## src/hw/rtl/rlua_pkg.sv

```systemverilog
`timescale 1ns / 1ps

package rlua_pkg;

   // Default table depth in four-byte units.
   localparam int NUM_UNITS_DEF = 256;

   // Width of a request size and of the size rounded up to whole units.
   localparam int SIZE_W = 16;
   localparam int NEED_W = 15;

   // Widths of the byte offsets on the ports and of the unit index taken from them.
   localparam int OFFSET_W = 10;
   localparam int FREE_UNIT_W = OFFSET_W - 2;

   // Packed widths of the stream payloads.
   localparam int REQ_DATA_W = 32;
   localparam int REQ_USER_W = 2;
   localparam int RSP_DATA_W = 16;
   localparam int RSP_USER_W = 1;

   // Request kinds. The fourth code is reserved and ignored.
   localparam logic [REQ_USER_W-1:0] KIND_ALLOC = 2'd0;
   localparam logic [REQ_USER_W-1:0] KIND_FREE  = 2'd1;
   localparam logic [REQ_USER_W-1:0] KIND_CLEAR = 2'd2;

   typedef enum logic [1:0] {
      ST_CLEAR,
      ST_IDLE,
      ST_START,
      ST_PROBE
   } state_type;

endpackage

```

## src/hw/rtl/run_length_unit_allocator_top.sv

```systemverilog
`timescale 1ns / 1ps

// First-fit allocator of contiguous runs of four-byte units over a table of
// NUM_UNITS entries, each entry holding the length of the block that starts
// there or zero. A request beat carries its kind in req_tuser: allocate rounds
// the byte size up to units, scans from unit 0 skipping each recorded block
// plus one guard unit, records the length at the first fitting start and
// returns that start as a byte offset on one response beat (alloc_failed set
// and offset zero when the run would end past unit NUM_UNITS-2). A size of
// zero returns the first free start and records nothing. Free zeroes the
// entry of its offset and clear zeroes the whole table; neither answers.
// The table lives in a memory with one write port and a registered read
// port, and one sequencer reuses the same adder and comparator for every
// entry it visits. An allocate therefore examines the table entries one
// after another in the start and probe states; a free is done as it is
// accepted. After reset and after each clear beat the block sweeps the
// whole table, one entry a cycle, and holds req_tready low meanwhile. The
// block works on one request at a time and takes the next request only when
// the response register is empty or being drained in the same cycle.
module run_length_unit_allocator_top
   import rlua_pkg::*;
#(
   parameter int NUM_UNITS = NUM_UNITS_DEF
) (
   input  logic                  clock,
   input  logic                  reset,
   // Request channel.
   input  logic                  req_tvalid,
   output logic                  req_tready,
   // req_tdata fields from bit 0: request_size[15:0], free_offset[25:16], zero pad.
   input  logic [REQ_DATA_W-1:0] req_tdata,
   // req_tuser fields from bit 0: kind[1:0].
   input  logic [REQ_USER_W-1:0] req_tuser,
   // Response channel.
   output logic                  rsp_tvalid,
   input  logic                  rsp_tready,
   // rsp_tdata fields from bit 0: alloc_offset[9:0], zero pad.
   output logic [RSP_DATA_W-1:0] rsp_tdata,
   // rsp_tuser fields from bit 0: alloc_failed.
   output logic [RSP_USER_W-1:0] rsp_tuser
);

   // Address, entry, scan-position and stop-sum widths. A position can run
   // to just under twice the depth when a jump goes past the end of the table.
   localparam int AW = $clog2(NUM_UNITS);
   localparam int EW = AW;
   localparam int PW = AW + 1;
   localparam int SW = ((PW > NEED_W) ? PW : NEED_W) + 1;

   // Request payload fields.
   logic [REQ_USER_W-1:0]  req_kind;
   logic [SIZE_W-1:0]      req_size;
   logic [OFFSET_W-1:0]    req_free_offset;
   logic [FREE_UNIT_W-1:0] free_unit;
   logic [SIZE_W:0]        size_sum;
   logic [NEED_W-1:0]      need_units;
   logic                   free_in_range;

   // Sequencer state.
   state_type              state_ff, state_in;
   logic [PW-1:0]          cur_ff, cur_in;
   logic [PW-1:0]          pos_ff, pos_in;
   logic [PW-1:0]          stop_ff, stop_in;
   logic [NEED_W-1:0]      need_ff, need_in;
   logic [AW-1:0]          clr_cnt_ff, clr_cnt_in;

   // Response register.
   logic                   rsp_valid_ff, rsp_valid_in;
   logic [OFFSET_W-1:0]    rsp_offset_ff, rsp_offset_in;
   logic                   rsp_failed_ff, rsp_failed_in;

   // Table memory.
   logic [EW-1:0]          table_mem [NUM_UNITS];
   logic [EW-1:0]          rd_data_ff;
   logic [AW-1:0]          rd_addr;
   logic                   mem_we;
   logic [AW-1:0]          mem_waddr;
   logic [EW-1:0]          mem_wdata;

   // Shared scan arithmetic.
   logic                   req_hs;
   logic                   rsp_hs;
   logic                   entry_nz;
   logic                   cur_oob;
   logic [PW-1:0]          jump_pos;
   logic [PW-1:0]          probe_next;
   logic                   probe_last;
   logic [SW-1:0]          stop_sum;
   logic                   stop_over;
   logic                   need_small;

   assign req_kind        = req_tuser;
   assign req_size        = req_tdata[SIZE_W-1:0];
   assign req_free_offset = req_tdata[SIZE_W +: OFFSET_W];
   assign free_unit       = req_free_offset[OFFSET_W-1:2];
   assign free_in_range   = 32'(free_unit) < 32'(NUM_UNITS);

   // Round the byte size up to whole units.
   assign size_sum   = (SIZE_W+1)'(req_size) + (SIZE_W+1)'(3);
   assign need_units = size_sum[SIZE_W:2];

   assign req_hs = req_tvalid & req_tready;
   assign rsp_hs = rsp_valid_ff & rsp_tready;

   // In the start state the cursor is the candidate start; in the probe state
   // it is the unit being checked inside the candidate run. Either way a
   // nonzero entry sends the scan one unit past the end of that block.
   assign entry_nz   = rd_data_ff != '0;
   assign cur_oob    = cur_ff >= PW'(NUM_UNITS);
   assign jump_pos   = cur_ff + PW'(rd_data_ff) + PW'(1);
   assign probe_next = cur_ff + PW'(1);
   assign probe_last = probe_next == stop_ff;
   assign stop_sum   = SW'(cur_ff) + SW'(need_ff);
   assign stop_over  = stop_sum > SW'(NUM_UNITS - 1);
   assign need_small = need_ff <= NEED_W'(1);

   // Next state of the sequencer.
   always_comb begin
      state_in = state_ff;
      unique case (state_ff)
         ST_CLEAR: begin
            if (clr_cnt_ff == AW'(NUM_UNITS - 1)) begin
               state_in = ST_IDLE;
            end
         end
         ST_IDLE: begin
            if (req_hs) begin
               if (req_kind == KIND_ALLOC) begin
                  state_in = ST_START;
               end else if (req_kind == KIND_CLEAR) begin
                  state_in = ST_CLEAR;
               end
            end
         end
         ST_START: begin
            if (cur_oob) begin
               state_in = ST_IDLE;
            end else if (entry_nz) begin
               state_in = ST_START;
            end else if (stop_over || need_small) begin
               state_in = ST_IDLE;
            end else begin
               state_in = ST_PROBE;
            end
         end
         ST_PROBE: begin
            if (entry_nz) begin
               state_in = ST_START;
            end else if (probe_last) begin
               state_in = ST_IDLE;
            end
         end
         default: state_in = ST_CLEAR;
      endcase
   end

   // Datapath, memory port and response register controls.
   always_comb begin
      cur_in        = cur_ff;
      pos_in        = pos_ff;
      stop_in       = stop_ff;
      need_in       = need_ff;
      clr_cnt_in    = clr_cnt_ff;
      rsp_valid_in  = rsp_valid_ff & ~rsp_tready;
      rsp_offset_in = rsp_offset_ff;
      rsp_failed_in = rsp_failed_ff;
      mem_we        = 1'b0;
      mem_waddr     = cur_ff[AW-1:0];
      mem_wdata     = EW'(need_ff);
      req_tready    = 1'b0;

      unique case (state_ff)
         ST_CLEAR: begin
            mem_we     = 1'b1;
            mem_waddr  = clr_cnt_ff;
            mem_wdata  = '0;
            clr_cnt_in = clr_cnt_ff + AW'(1);
         end
         ST_IDLE: begin
            req_tready = ~rsp_valid_ff | rsp_tready;
            if (req_hs) begin
               unique case (req_kind)
                  KIND_ALLOC: begin
                     need_in = need_units;
                     cur_in  = '0;
                  end
                  KIND_FREE: begin
                     mem_we    = free_in_range;
                     mem_waddr = AW'(free_unit);
                     mem_wdata = '0;
                  end
                  KIND_CLEAR: begin
                     clr_cnt_in = '0;
                  end
                  default: begin
                  end
               endcase
            end
         end
         ST_START: begin
            if (cur_oob) begin
               rsp_valid_in  = 1'b1;
               rsp_offset_in = '0;
               rsp_failed_in = 1'b1;
            end else if (entry_nz) begin
               cur_in = jump_pos;
            end else if (stop_over) begin
               rsp_valid_in  = 1'b1;
               rsp_offset_in = '0;
               rsp_failed_in = 1'b1;
            end else if (need_small) begin
               // A run of zero or one unit fits at once; a zero size records nothing.
               mem_we        = need_ff != '0;
               mem_waddr     = cur_ff[AW-1:0];
               rsp_valid_in  = 1'b1;
               rsp_offset_in = OFFSET_W'({cur_ff, 2'b00});
               rsp_failed_in = 1'b0;
            end else begin
               pos_in  = cur_ff;
               stop_in = stop_sum[PW-1:0];
               cur_in  = probe_next;
            end
         end
         ST_PROBE: begin
            if (entry_nz) begin
               cur_in = jump_pos;
            end else if (probe_last) begin
               mem_we        = 1'b1;
               mem_waddr     = pos_ff[AW-1:0];
               rsp_valid_in  = 1'b1;
               rsp_offset_in = OFFSET_W'({pos_ff, 2'b00});
               rsp_failed_in = 1'b0;
            end else begin
               cur_in = probe_next;
            end
         end
         default: begin
         end
      endcase
   end

   // The read address follows the next cursor so that the entry is ready
   // when the sequencer looks at it in the following cycle.
   assign rd_addr = cur_in[AW-1:0];

   always_ff @(posedge clock) begin
      if (mem_we) begin
         table_mem[mem_waddr] <= mem_wdata;
      end
      rd_data_ff <= table_mem[rd_addr];
   end

   always_ff @(posedge clock) begin
      if (reset) begin
         state_ff     <= ST_CLEAR;
         clr_cnt_ff   <= '0;
         rsp_valid_ff <= 1'b0;
      end else begin
         state_ff     <= state_in;
         clr_cnt_ff   <= clr_cnt_in;
         rsp_valid_ff <= rsp_valid_in;
      end
   end

   always_ff @(posedge clock) begin
      cur_ff        <= cur_in;
      pos_ff        <= pos_in;
      stop_ff       <= stop_in;
      need_ff       <= need_in;
      rsp_offset_ff <= rsp_offset_in;
      rsp_failed_ff <= rsp_failed_in;
   end

   assign rsp_tvalid = rsp_valid_ff;
   assign rsp_tdata  = RSP_DATA_W'(rsp_offset_ff);
   assign rsp_tuser  = rsp_failed_ff;

endmodule

```

## config.mk

```make
export PLATFORM = sky130hd
export DESIGN_NAME = run_length_unit_allocator_top
export DESIGN_NICKNAME = d
export VERILOG_FILES = /design/src/hw/rtl/rlua_pkg.sv /design/src/hw/rtl/run_length_unit_allocator_top.sv
export SDC_FILE = /design/constraint.sdc
export NUM_CORES = 2
export LEC_CHECK = 0
export BUFFER_PORTS_ARGS = -buffer_cell sky130_fd_sc_hd__buf_4
export CORE_ASPECT_RATIO = 1.4
export CORE_MARGIN = 4
export CORE_UTILIZATION = 35
export DETAILED_ROUTE_END_ITERATION = 6
export PLACE_DENSITY_LB_ADDON = 0.1
export SETUP_SLACK_MARGIN = 0.5
export SLEW_MARGIN = 25
export SYNTH_ARGS = -nofsm -noshare
export SYNTH_HDL_FRONTEND = slang
export SYNTH_SLANG_ARGS = --single-unit
```

## constraint.sdc

```tcl
create_clock -name clock -period 14.35 [get_ports clock]
set_input_delay 2.87 -clock clock [delete_from_list [all_inputs] [get_ports clock]]
set_output_delay 2.87 -clock clock [all_outputs]
set_load 0.1 [all_outputs]
```

==> impl_metrics.json <==
{
  "dpl.hpwl_mm": 171,
  "worst_pin_slew_ns": 1.11,
  "regArea_um2": 63300,
  "routed_via_density": 5.46,
  "ys_types": 88,
  "synth-compound-area-share": 0.0511,
  "synth-simple-area-share": 0.166,
  "crit_type": "in2reg",
  "clkPwrFrac": 0.428,
  "wl_per_cell_um": 28.7,
  "synth_edf_count": 2090,
  "clk_pin_slew_ns": 0.07,
  "leakagePower_nw": 33.7,
  "async_flop_share": 0,
  "cp_data_arrival_time_ns": 9.42,
  "synth_adder_area_share": 0.00331,
  "synth.top_cell.area_share": 0.717,
  "tns_ns": 0,
  "dpl-instance-area_um2": 91300,
  "switching_power_mw": 2.73,
  "wl_met2_mm": 147,
  "cts_setup_buffers": 0,
  "regToRegSetupSlack_ns": 6.19,
  "cts-resized-gates": 0,
  "dieArea_um2": 258000,
  "powerDensity_nw_per_um2": 128,
  "cts_tree": "done",
  "first_pass_iters": 6,
  "cts_buffers": 214,
  "htree_levels": 4,
  "combPwrFrac": 0.036,
  "start_util": 0.351,
  "timing.fmax_mhz": 115,
  "min_path_cells": 2,
  "fin_crit_ns": 8.69,
  "drt_iter0_drc": 5711,
  "top_layer": "met5",
  "syn2layout_area_growth_pct": 11.7,
  "grt_max_degree": 185,
  "root_buffer": "clkbuf_16",
  "yosys.area.top_type": "edfxtp_1",
  "final_nets": 6865,
  "relSlewSlack": 0.257,
  "grt_first_pass_wirelength_mm": 415,
  "start_kind": "input port",
  "min_to": "clr_cnt_ff[7]$_SDFFE_PP0P_",
  "crit_fanout": 92,
  "wl_met1_mm": 121,
  "drc": 0,
  "synth_ff_type": "edfxtp_1",
  "grt.overflow.total": 0,
  "synthXorXnorAreaFrac": 0.00400,
  "fillers": 23600,
  "multi_input_area_um2": 22200,
  "p_int_mw": 9.79,
  "cts_buffer_depth": 4,
  "die_h_um": 600,
  "layout_common_cells": "edfxtp_1, nand2_1, nand3_1",
  "critPathRequiredTime_ns": 15.08,
  "core_region_area_um2": 249000,
  "netlist_area_um2": 87600,
  "timing.rr.end": "rd_data_ff[2]$_DFF_P_",
  "vdd_drop_max_mv": 0.0928,
  "setup-violations-final": 0,
  "hold_viol": 0,
  "drive_above_1_share": 0.0796,
  "grt_pass1_vias": 54500,
  "holdBufCountCts": 0,
  "fin_ws_ns": 5.66,
  "cp-end-kind": "flip-flop",
  "ant_nets": 0,
  "io_pins": 57,
  "cts_sinks": 2117,
  "preCtsSetupSlack_ns": 4.73,
  "rsz0062_at_grt": "false",
  "ys_seq_elements": 2117,
  "antenna_found_initial": 16,
  "synth-seq-area-share": 0.723,
  "floorplan.die.width_um": 431,
  "wirelength_mm": 294,
  "routed-via-count": 56100,
  "numPortBuffers": 40,
  "yosysWarningCount": 0,
  "timing.hold.worst.start": "clr_cnt_ff[7]$_SDFFE_PP0P_",
  "clock_skew_ns": 0.0762,
  "place_congestion": 0.874,
  "synth.area.top_cells": "edfxtp_1, nand2_1, nand3_1",
  "layout_commonest_cell": "edfxtp_1",
  "reg2reg_from": "cur_ff[1]$_DFF_P_",
  "hp-class": "reg2reg",
  "track_usage": 0.222,
  "synth_mux_area_frac": 0.0252,
  "reg2reg_depth": 19,
  "clock_latency_ns": 0.86,
  "finalCritPeriodShare": 0.606,
  "switching_share": 0.218,
  "slew_violations": 0,
  "rows": 217,
  "seqPwrFrac": 0.536,
  "status": "completed",
  "maxCapViolCount": 0,
  "wl_met3_mm": 15.4,
  "stdcell_area_um2": 97800,
  "syn-instance-count": 6864,
  "synth_top_family_by_area": "simple AND/OR/NAND/NOR gates",
  "avgSynthCellArea_um2": 12.8
}
## cells by family after synthesis
logic type               count (synthesis)
flip-flops                            2117
AND/OR/NAND/NOR                       3382
AO/OA/AOI/OAI                          585
buffers and inverters                  500
multiplexers                           217
XOR/XNOR                                40
adder cells (fa/ha/maj)                 22
other                                    1
## area by class of cell
type / instances / area share
inverters: 41 / 0.00180
flip-flops and latches: 2117 / 0.647
well taps: 3285 / 0.0420
multi-input cells: 4254 / 0.227
clock inverters: 90 / 0.00605
clock buffers: 290 / 0.0601
repair buffers: 177 / 0.0160
diodes: 6 / 0.000153
## synthesized netlist by cell type (11+ instances only)
library cell  instances
a2111oi_0            15
a211oi_1             23
a21oi_1              62
a22oi_1              13
a311o_1              11
a311oi_1            156
a31oi_1              77
a32oi_1              49
and2_1               16
and3_1              142
buf_1                32
buf_2               208
buf_4                59
clkbuf_1            154
dfxtp_1              27
edfxtp_1           2090
ha_1                 20
inv_1                38
mux2_2               16
mux2i_1             200
nand2_1            1871
nand3_1             871
nand4_1              28
nor2_1              349
nor3_1               34
nor4_1               19
o211ai_1             12
o21ai_0              47
o22ai_1              18
xnor2_1              22
xor2_1               18
## worst max-delay path, cell delays in order
cell and delay (ns):
buf_4 0.11, nor2b_1 0.29, nor4b_4 0.09, buf_4 0.23, o22ai_1 0.70, a22oi_1 0.23, o211ai_2 0.11, buf_4 0.35
a211oi_4 0.08, buf_4 0.28, inv_8 0.43, buf_4 0.53, buf_4 0.78, nand2_1 0.12, nand3_1 0.12, nand3_1 0.16
a31oi_1 0.66, or4_1 0.31, o221ai_1 0.32, nor4_1 0.50
## registers in the layout, indices dropped and copies added, names as in the netlist
register / flops
rsp_tuser: 1
table_mem: 2048
cur_ff: 9
state_ff: 2
rd_data_ff: 8
rsp_tvalid: 1
clr_cnt_ff: 8
rsp_offset_ff: 8
pos_ff: 8
stop_ff: 9
need_ff: 15
## layer usage
layer  vias up  global-route usage
li1      25100                   -
met1     28800               0.288
met2      1724               0.384
met3       420              0.0272
met4         2              0.0761
met5         -                   0
## stage by stage
step | power (mW) | utilization | std cells | hold WS, ns
after detailed placement | 7.30 | 0.366 | 9872 | 0.528
after global routing | 12.9 | 0.393 | 10300 | 0.583
after global placement | 7.30 | 0.366 | 9871 | 0.517
after floorplan | 7.10 | - | 6871 | 0.463
final | 12.5 | 0.393 | 10300 | 0.545
after CTS | 12.6 | 0.392 | 10300 | 0.539
## power by group through the flow
stage / combinational (mW) / clock, mW / sequential, mW
2_1_floorplan: 0.265 / 0 / 6.84
3_3_place_gp: 0.456 / 0 / 6.84
3_5_place_dp: 0.458 / 0 / 6.84
4_1_cts: 0.459 / 5.47 / 6.71
5_1_grt: 0.482 / 5.71 / 6.71
6_report: 0.455 / 5.35 / 6.71
## worst max path at each step
stage	start	to	slack (ns)
detailed placement	req_tuser[0]	rd_data_ff[3]$_DFF_P_	4.73
global placement	req_tuser[0]	rd_data_ff[3]$_DFF_P_	4.78
floorplan	rsp_tready	table_mem[0][1]$_DFFE_PP_	5.78
CTS	req_tuser[0]	rd_data_ff[3]$_DFF_P_	5.64
finish	rsp_tready	rd_data_ff[2]$_DFF_P_	5.66
global route	req_tuser[0]	rd_data_ff[3]$_DFF_P_	5.41
(Power assumes the default switching activity.)
